[src/hdl/fevd_pkg.sv]
// Package for the frame energy voice detector: types, constants and threshold table.
`timescale 1ns / 1ps
package fevd_pkg;

	localparam int MAX_FRAME   = 4096;
	localparam int MAX_CHUNK   = 65536;
	localparam int DIV_STEPS   = 47;
	localparam int SQRT_STEPS  = 24;
	localparam int ALU_W       = 48;
	localparam int CE_W        = 47;
	localparam int FE_W        = 42;
	localparam int FP_W        = 12;
	localparam int CNT_W       = 17;
	localparam int FLEN_W      = 13;
	localparam int KN_W        = 37;
	localparam int STEP_W      = 6;
	localparam int RMS_MAX     = 32768;

	typedef enum logic [1:0] {
		REG_GAIN         = 2'd0,
		REG_FRAME_LENGTH = 2'd1,
		REG_DETECT_EN    = 2'd2,
		REG_LEVEL        = 2'd3
	} reg_idx_t;

	typedef enum logic [3:0] {
		ST_IDLE,
		ST_MUL,
		ST_SAT,
		ST_SQ,
		ST_ACC,
		ST_CMP,
		ST_DIV,
		ST_SQRT,
		ST_WRITE
	} state_t;

	typedef struct packed {
		logic signed [15:0] gain;
		logic [FLEN_W-1:0]  frame_length;
		logic               detect_enable;
		logic [1:0]         likelihood_level;
	} cfg_t;

	typedef struct packed {
		logic [CNT_W-1:0]   sample_count;
		logic               voice_seen;
		logic [15:0]        chunk_rms;
		logic               chunk_end;
		logic               voice_flag;
		logic               frame_end;
		logic signed [15:0] clean_sample;
	} res_t;

	// threshold power in Q0.32 for -25, -30, -35, -40 dBFS
	function automatic logic [23:0] thr_k(input logic [1:0] level);
		logic [23:0] k;
		case (level)
			2'd0:    k = 24'd13581879;
			2'd1:    k = 24'd4294967;
			2'd2:    k = 24'd1358188;
			default: k = 24'd429497;
		endcase
		return k;
	endfunction

endpackage

[src/hdl/fevd_alu.sv]
// Shared subtract and compare unit used by the voice test, divider and square root.
`timescale 1ns / 1ps
module fevd_alu
	import fevd_pkg::*;
(
	input  logic [ALU_W-1:0] a,
	input  logic [ALU_W-1:0] b,
	output logic [ALU_W-1:0] diff,
	output logic             ge
);

	logic [ALU_W:0] sub;

	assign sub  = {1'b0, a} - {1'b0, b};
	assign diff = sub[ALU_W-1:0];
	assign ge   = ~sub[ALU_W];

endmodule

[src/hdl/fevd_core.sv]
// Sequencer and datapath: gain, energy accumulation, voice test, chunk divide and square root.
`timescale 1ns / 1ps
module fevd_core
	import fevd_pkg::*;
(
	input  logic               clk,
	input  logic               arst_n,
	input  cfg_t               cfg,
	input  logic               in_valid,
	output logic               in_ready,
	input  logic signed [15:0] in_sample,
	input  logic               in_last,
	input  logic               out_free,
	output logic               res_load,
	output res_t               res
);

	state_t state_q, state_d;

	logic [FE_W-1:0]   fe_q;
	logic [CE_W-1:0]   ce_q;
	logic [FP_W-1:0]   fp_q;
	logic [CNT_W-1:0]  cs_q;
	logic              av_q;

	logic signed [15:0] mic_q;
	logic               last_q;
	logic signed [31:0] prod_q;
	logic signed [15:0] clean_q;
	logic [30:0]        sq_q;
	logic [FLEN_W-1:0]  n_q;
	logic               fend_q;
	logic [KN_W-1:0]    kn_q;
	logic               fvoice_q;
	logic [CE_W-1:0]    work_q;
	logic [CNT_W-1:0]   rem_q;
	logic [CNT_W-1:0]   div_q;
	logic [ALU_W-1:0]   res_q;
	logic [ALU_W-1:0]   bit_q;
	logic [STEP_W-1:0]  step_q;
	logic [CNT_W-1:0]   cnt_q;
	logic               vs_q;

	logic [ALU_W-1:0]   alu_a, alu_b, alu_diff;
	logic               alu_ge;

	logic signed [32:0] rnd, shf;
	logic signed [15:0] sat;
	logic signed [31:0] sqp;
	logic [FLEN_W-1:0]  flen;
	logic [FE_W:0]      fe_sum;
	logic [KN_W-1:0]    kn_mul;
	logic [23:0]        k_w;
	logic [CNT_W:0]     rem_sh;
	logic               fvoice;

	fevd_alu u_alu (
		.a    (alu_a),
		.b    (alu_b),
		.diff (alu_diff),
		.ge   (alu_ge)
	);

	assign rnd    = {prod_q[31], prod_q} + 33'sd2048;
	assign shf    = rnd >>> 12;
	assign sqp    = clean_q * clean_q;
	assign fe_sum = {1'b0, fe_q} + (FE_W+1)'(sq_q);
	assign k_w    = thr_k(cfg.likelihood_level);
	assign kn_mul = KN_W'(k_w) * KN_W'(n_q);
	assign rem_sh = {rem_q, work_q[CE_W-1]};
	assign fvoice = fend_q & cfg.detect_enable & alu_ge;

	always_comb begin
		if (shf > 33'sd32767) begin
			sat = 16'sh7fff;
		end else if (shf < -33'sd32768) begin
			sat = -16'sh8000;
		end else begin
			sat = shf[15:0];
		end
	end

	always_comb begin
		if (cfg.frame_length == '0) begin
			flen = FLEN_W'(1);
		end else if (cfg.frame_length > FLEN_W'(MAX_FRAME)) begin
			flen = FLEN_W'(MAX_FRAME);
		end else begin
			flen = cfg.frame_length;
		end
	end

	// next state
	always_comb begin
		state_d = state_q;
		unique case (state_q)
			ST_IDLE:  if (in_valid) state_d = ST_MUL;
			ST_MUL:   state_d = ST_SAT;
			ST_SAT:   state_d = ST_SQ;
			ST_SQ:    state_d = ST_ACC;
			ST_ACC:   state_d = ST_CMP;
			ST_CMP:   state_d = last_q ? ST_DIV : ST_WRITE;
			ST_DIV:   if (step_q == STEP_W'(1)) state_d = ST_SQRT;
			ST_SQRT:  if (step_q == STEP_W'(1)) state_d = ST_WRITE;
			ST_WRITE: if (out_free) state_d = ST_IDLE;
		endcase
	end

	// outputs and shared unit operands
	always_comb begin
		in_ready = 1'b0;
		res_load = 1'b0;
		alu_a    = '0;
		alu_b    = '0;
		unique case (state_q)
			ST_IDLE:  in_ready = 1'b1;
			ST_CMP: begin
				alu_a = ALU_W'({fe_q, 2'b00});
				alu_b = ALU_W'(kn_q);
			end
			ST_DIV: begin
				alu_a = ALU_W'(rem_sh);
				alu_b = ALU_W'(div_q);
			end
			ST_SQRT: begin
				alu_a = ALU_W'(work_q);
				alu_b = res_q + bit_q;
			end
			ST_WRITE: res_load = out_free;
			default: ;
		endcase
	end

	always_ff @(posedge clk or negedge arst_n) begin
		if (!arst_n) begin
			state_q <= ST_IDLE;
			fe_q    <= '0;
			ce_q    <= '0;
			fp_q    <= '0;
			cs_q    <= '0;
			av_q    <= 1'b0;
		end else begin
			state_q <= state_d;
			unique case (state_q)
				ST_ACC: begin
					fe_q <= fe_sum[FE_W] ? '1 : fe_sum[FE_W-1:0];
					if (cs_q < CNT_W'(MAX_CHUNK)) begin
						ce_q <= ce_q + CE_W'(sq_q);
						cs_q <= cs_q + CNT_W'(1);
					end
				end
				ST_CMP: begin
					if (last_q) begin
						fe_q <= '0;
						ce_q <= '0;
						fp_q <= '0;
						cs_q <= '0;
						av_q <= 1'b0;
					end else begin
						if (fend_q) begin
							fe_q <= '0;
							fp_q <= '0;
						end else begin
							fp_q <= n_q[FP_W-1:0];
						end
						if (fvoice) av_q <= 1'b1;
					end
				end
				default: ;
			endcase
		end
	end

	always_ff @(posedge clk) begin
		unique case (state_q)
			ST_IDLE: begin
				mic_q  <= in_sample;
				last_q <= in_last;
			end
			ST_MUL: prod_q <= mic_q * cfg.gain;
			ST_SAT: begin
				clean_q <= sat;
				n_q     <= FLEN_W'(fp_q) + FLEN_W'(1);
			end
			ST_SQ: begin
				sq_q   <= sqp[30:0];
				fend_q <= last_q | (n_q >= flen);
			end
			ST_ACC: kn_q <= kn_mul;
			ST_CMP: begin
				fvoice_q <= fvoice;
				vs_q     <= last_q & (av_q | fvoice);
				cnt_q    <= last_q ? cs_q : '0;
				div_q    <= cs_q;
				work_q   <= ce_q;
				rem_q    <= '0;
				step_q   <= STEP_W'(DIV_STEPS);
			end
			ST_DIV: begin
				rem_q  <= alu_ge ? alu_diff[CNT_W-1:0] : rem_sh[CNT_W-1:0];
				work_q <= {work_q[CE_W-2:0], alu_ge};
				if (step_q == STEP_W'(1)) begin
					step_q <= STEP_W'(SQRT_STEPS);
					res_q  <= '0;
					bit_q  <= ALU_W'(1) << (2 * (SQRT_STEPS - 1));
				end else begin
					step_q <= step_q - STEP_W'(1);
				end
			end
			ST_SQRT: begin
				if (alu_ge) begin
					work_q <= alu_diff[CE_W-1:0];
					res_q  <= (res_q >> 1) + bit_q;
				end else begin
					res_q <= res_q >> 1;
				end
				bit_q  <= bit_q >> 2;
				step_q <= step_q - STEP_W'(1);
			end
			default: ;
		endcase
	end

	always_comb begin
		res.clean_sample = clean_q;
		res.frame_end    = fend_q;
		res.voice_flag   = fvoice_q;
		res.chunk_end    = last_q;
		res.voice_seen   = vs_q;
		res.sample_count = cnt_q;
		if (!last_q) begin
			res.chunk_rms = '0;
		end else if (res_q > ALU_W'(RMS_MAX)) begin
			res.chunk_rms = 16'(RMS_MAX);
		end else begin
			res.chunk_rms = res_q[15:0];
		end
	end

endmodule

[src/hdl/frame_energy_voice_detector.sv]
// Top level of the frame energy voice detector: register file, core and output register.
//
// Input stream s_*: one microphone sample per request, s_tdata[15:0] = mic_sample
// (Q1.15), s_tlast = last sample of the chunk. Output stream m_*: one result per
// input sample. m_tuser = frame_end, m_tlast = chunk_end, m_tdata carries clean
// sample, frame voice flag and, on the chunk's last result, rms, voice flag and count.
// Configuration: cfg_we with cfg_index / cfg_data writes gain, frame length, detect
// enable and likelihood level; write only while the block is idle.
// Timing: a sample is taken when s_tready is high, then the sequencer runs
// multiply, saturate, square, accumulate and compare steps in turn, then a write
// step loads the output register; s_tready is high only while idle, so the next
// sample is taken after the write. A chunk's last sample adds 47 divide steps and
// 24 square root steps on the shared subtractor before the write.
// Reset clears all accumulators and loads the register defaults (unity gain,
// 480 sample frames, detection on, -30 dBFS). If the receiver stalls, the result
// waits in the output register while the next sample is processed; the core then
// holds in its write step until the register frees.
`timescale 1ns / 1ps
module frame_energy_voice_detector
	import fevd_pkg::*;
(
	input  logic        clk,
	input  logic        arst_n,
	input  logic        cfg_we,
	input  logic [1:0]  cfg_index,
	input  logic [15:0] cfg_data,
	input  logic        s_tvalid,
	output logic        s_tready,
	input  logic [15:0] s_tdata,  // [15:0] mic_sample
	input  logic        s_tlast,
	output logic        m_tvalid,
	input  logic        m_tready,
	// [15:0] clean_sample, [16] voice_flag, [32:17] chunk_rms, [33] voice_seen,
	// [50:34] sample_count, [55:51] zero
	output logic [55:0] m_tdata,
	output logic        m_tuser,  // [0] frame_end
	output logic        m_tlast
);

	cfg_t cfg_q;
	res_t res, out_q;
	logic ovalid_q;
	logic out_free, res_load;

	always_ff @(posedge clk or negedge arst_n) begin
		if (!arst_n) begin
			cfg_q.gain             <= 16'sd4096;
			cfg_q.frame_length     <= FLEN_W'(480);
			cfg_q.detect_enable    <= 1'b1;
			cfg_q.likelihood_level <= 2'd1;
		end else if (cfg_we) begin
			unique case (reg_idx_t'(cfg_index))
				REG_GAIN:         cfg_q.gain             <= cfg_data;
				REG_FRAME_LENGTH: cfg_q.frame_length     <= cfg_data[FLEN_W-1:0];
				REG_DETECT_EN:    cfg_q.detect_enable    <= cfg_data[0];
				REG_LEVEL:        cfg_q.likelihood_level <= cfg_data[1:0];
			endcase
		end
	end

	fevd_core u_core (
		.clk       (clk),
		.arst_n    (arst_n),
		.cfg       (cfg_q),
		.in_valid  (s_tvalid),
		.in_ready  (s_tready),
		.in_sample (s_tdata),
		.in_last   (s_tlast),
		.out_free  (out_free),
		.res_load  (res_load),
		.res       (res)
	);

	assign out_free = ~ovalid_q | m_tready;

	always_ff @(posedge clk or negedge arst_n) begin
		if (!arst_n) begin
			ovalid_q <= 1'b0;
		end else if (res_load) begin
			ovalid_q <= 1'b1;
		end else if (m_tready) begin
			ovalid_q <= 1'b0;
		end
	end

	always_ff @(posedge clk) begin
		if (res_load) out_q <= res;
	end

	assign m_tvalid = ovalid_q;
	assign m_tuser  = out_q.frame_end;
	assign m_tlast  = out_q.chunk_end;
	assign m_tdata  = {5'b0, out_q.sample_count, out_q.voice_seen, out_q.chunk_rms,
		out_q.voice_flag, out_q.clean_sample};

	a_busy_after_req: assert property (@(posedge clk) disable iff (!arst_n)
		s_tvalid && s_tready |=> !s_tready)
		else $error("sample taken while core busy");

	a_voice_needs_end: assert property (@(posedge clk) disable iff (!arst_n)
		m_tvalid |-> !(m_tdata[16] && !m_tuser))
		else $error("frame voice without frame end");

	a_chunk_fields_zero: assert property (@(posedge clk) disable iff (!arst_n)
		m_tvalid && !m_tlast |-> m_tdata[50:17] == 34'd0)
		else $error("chunk fields set outside chunk end");

	a_chunk_closes_frame: assert property (@(posedge clk) disable iff (!arst_n)
		m_tvalid && m_tlast |-> m_tuser && m_tdata[50:34] != 17'd0)
		else $error("chunk end without frame end or count");

endmodule

[config.mk]
export PLATFORM = sky130hd
export DESIGN_NAME = frame_energy_voice_detector
export DESIGN_NICKNAME = d
export VERILOG_FILES = /design/src/hdl/fevd_pkg.sv /design/src/hdl/fevd_alu.sv /design/src/hdl/fevd_core.sv /design/src/hdl/frame_energy_voice_detector.sv
export SDC_FILE = /design/constraint.sdc
export NUM_CORES = 2
export LEC_CHECK = 0
export ABC_AREA = 1
export BUFFER_PORTS_ARGS = -buffer_cell sky130_fd_sc_hd__buf_4
export CORE_MARGIN = 3
export CORE_UTILIZATION = 55
export DETAILED_ROUTE_END_ITERATION = 16
export GPL_TIMING_DRIVEN = 0
export PLACE_DENSITY = 0.69
export RECOVER_POWER = 25
export SYNTH_ARGS = -nofsm -noshare
export SYNTH_HDL_FRONTEND = slang
export SYNTH_SLANG_ARGS = --single-unit
[constraint.sdc]
create_clock -name clk -period 9.17 [get_ports clk]
set_clock_uncertainty 0.05 [all_clocks]
set_input_delay 0.4585 -clock clk [delete_from_list [all_inputs] [get_ports clk]]
set_output_delay 0.4585 -clock clk [all_outputs]
set_load 0.05 [all_outputs]
==> metrics <==
Yosys top cell by area fa_1; number of cells produced by synthesis just under 8,000; number of top-level pins 100; initial DRC count 5,753; Max FO, Critical Path 33; post-synthesis sequential area ratio 23.9%; type of element capturing the critical path flop; starting utilization of the core area 55.8%; internal reg-to-reg setup slack 0.94 ns; synthesized-area fraction occupied by adder cells a little under a third; Clk pin slew, worst setup/hold paths about 0.060 ns; area of the core 112,000 um^2; relative slew slack -127%; pin count of the biggest net entering global routing roughly 100; net total in the final layout ~9,200; number of synthesized flops with an enable pin approximately 370; Site Rows 122; nature of the critical path startpoint flop; transition time at the pin with the least slew margin around 3.4 ns; fraction of final layout cells sized beyond drive strength 1 between 4 and 5%; number of iterations in the first detailed-routing pass 7; root buffer selected by CTS clkbuf_16; status complete, but fails checks; total routing usage reported by global routing about a third; final estimated routing congestion in global placement slightly above 1; per-cell via count in the routed design ~5.6; width of the die 343 um; die area between 100,000 and 150,000 um^2; primary flip-flop cell chosen by synthesis mapping edfxtp_1; antenna violations before repair 9; Placed Cells between 9,000 and 10,000; non-filler cells, final ~9,600; TritonCTS clock tree yes; Filler Cells Inserted 10,100; data required time at the worst endpoint roughly 9.5 ns; synth cell count leaders inv_1 (1,785), nand2_1 (1,643), fa_1 (711), nor2_1 (634), ha_1 (453); area fraction in compound gates after synthesis roughly 10%; worst path arrival time 8.55 ns; Hold Violations, Final 0; total overflow reported by the global router 0; share of the synthesized area in the top cell type 22.8%; vias in the first global route around 53,000; total negative setup slack 0 ns; placement-stage cell area 65,200 um^2; number of library cell types mapped by synthesis 67; critical path class reg2reg; synthesized flop and latch total ~520; multiplexer share of the synthesized area 0.0362%; number of buffers added on ports 94; max capacitance violation total 1; most frequently used cell type in the post-synthesis netlist inv_1; share of flip-flops with an asynchronous set or reset after synthesis about 30%; Yosys warning total 0; failing checks max-capacitance violations, max-slew violations; final core occ around three fifths; unrepaired setup endpoints after global routing false; post-route clock period utilization about nine tenths; maximum clock path buffer count 3; netlist area before placement between 60,000 and 70,000 um^2; Residual DRC 0; Max Freq between 100 and 150 MHz; Max Transition Viols Final 55; largest family of logic cells by synthesized area adder cells; average wire per standard cell 21.3 um; die outline height approximately 340 um; Final setup violation count 0; synthesized area divided by synthesized cell count 7.95 um^2; clk sinks ~520; post-route cell area ~68,000 um^2; Skew-Pair Late Insertion Delay 0.65 ns; post-synthesis to final-layout area growth 8.42%; post-synthesis share of cell area spent on xor and xnor gates 3.36%; Simple-Gate Fraction of Synth Area roughly 18%; HPWL after detailed placement between 150,000 and 200,000 um; min cycle time layout between 8 and 9 ns; remaining number of nets flagged by the antenna check after routing 0; min-delay worst type in2reg; routed vias approximately 54,000; wire length of the first global-routing pass just over 300,000 um; post-CTS setup buffer count 0; top area cells in the synthesized netlist fa_1 (23%), edfxtp_1 (18%), inv_1 (11%); wire length reported by the detailed router 204,000 um; TritonCTS buffer count 66; CTS H-Tree Depth 3
-- layout make-up --
class                      count  area, um^2  area share (%)
clock buffer                  90        1860            2.75
tap                         1488        1860            2.76
multi-input combinational   5307       39800            58.9
antenna                        6        15.0          0.0222
timing repair buffer         131        1150            1.70
clock inverter                31         317           0.469
sequential                   522       14900            22.1
inverter                    1802        6760            10.0
buffer                       208         892            1.32
-- metal layers --
| metal | up-vias | GRT usage (%) | wire [um] |
|---|---|---|---|
| li1 | 24900 | - | - |
| met1 | 26300 | 49.9 | 86700 |
| met2 | 2453 | 52.9 | 89200 |
| met3 | 427 | 7.13 | 19500 |
| met4 | 8 | 12.3 | 8600 |
| met5 | - | 0 | 91 |
-- registers in the layout (all words and copies together) (netlist names), 4 cells and up --
| register | flops |
|---|---|
| m_tdata | 51 |
| u_core.res_q | 48 |
| u_core.ce_q | 47 |
| u_core.work_q | 47 |
| u_core.fe_q | 42 |
| u_core.kn_q | 37 |
| cfg_q | 32 |
| u_core.sq_q | 30 |
| u_core.bit_q | 24 |
| u_core.prod_q | 21 |
| u_core.cnt_q | 17 |
| u_core.cs_q | 17 |
| u_core.div_q | 17 |
| u_core.rem_q | 17 |
| u_core.clean_q | 16 |
| u_core.mic_q | 16 |
| u_core.n_q | 13 |
| u_core.fp_q | 12 |
| u_core.step_q | 6 |
| u_core.state_q | 4 |
-- cell families after synthesis --
group | Yosys count
AO/OA/AOI/OAI | 1105
XOR/XNOR | 239
adder cells (fa/ha/maj) | 1164
buffers and inverters | 2010
flip-flops | 522
multiplexers | 2
other | 1
AND/OR/NAND/NOR | 2792
-- cell usage in the layout (no fill, tap or decap), types with 91 or more instances in the layout --
cell / Yosys / final
nand3_1: 246 / 245
inv_1: 1785 / 1786
dfrtp_1: 149 / 149
fa_1: 711 / 711
xor2_1: 156 / 156
edfxtp_1: 366 / 366
nand2_1: 1643 / 1642
nor2_1: 634 / 634
o21ai_0: 416 / 416
clkbuf_1: 152 / 174
ha_1: 453 / 453
buf_4: 16 / 91
a21oi_1: 392 / 392
-- per-stage QoR --
step           hold WS (ns)  worst slack (ns)
2_1_floorplan         0.113              2.82
3_3_place_gp          0.351            -0.307
3_5_place_dp          0.356              1.30
4_1_cts              0.0260              1.28
5_1_grt              0.0476             0.803
6_report             0.0582             0.937
-- worst max-delay path, stage by stage, from the launching register on --
cell and delay, ns:
dfrtp_1 0.40, inv_1 0.08, nand2_1 0.17, nor2_2 0.78, clkinv_1 0.87, nor2_4 0.44, buf_2 0.39, buf_2 0.36
nand2_1 0.10, nand3_1 0.27, ha_1 0.26, inv_1 0.13, fa_1 0.43, nand3_1 0.10, nand2_1 0.10, nand2_1 0.07
nand2_1 0.18, nand2_1 0.11, nand2_1 0.11, nand2_1 0.09, nand2_1 0.11, nand2_2 0.14, inv_1 0.06, nand3_2 0.22
nand3_4 0.36, nand2_1 0.57, nand3_2 0.55, buf_12 0.39
-- path summary, 6_finish.rpt --
kind / start / endpoint / cells after the start
max: u_core.state_q[3] / u_core.work_q[3] / 27
min: cfg_data[7] / cfg_q[10] / 3
max reg2reg: u_core.state_q[3] / u_core.work_q[3] / 27
min reg2reg: u_core.cnt_q[13] / m_tdata[47] / 0
max in group asynchronous: arst_n / u_core.ce_q[18] / 2
min in group asynchronous: arst_n / u_core.fe_q[13] / 2
-- what timing repair did --
item,in CTS,in global routing
hold buffers,23,0
resized for setup,0,0
hold endpoints to repair,75,0
Power is left out: the tool's default activity adds up to more than one toggle a clock period on the data nets, which glitch-free logic cannot reach.
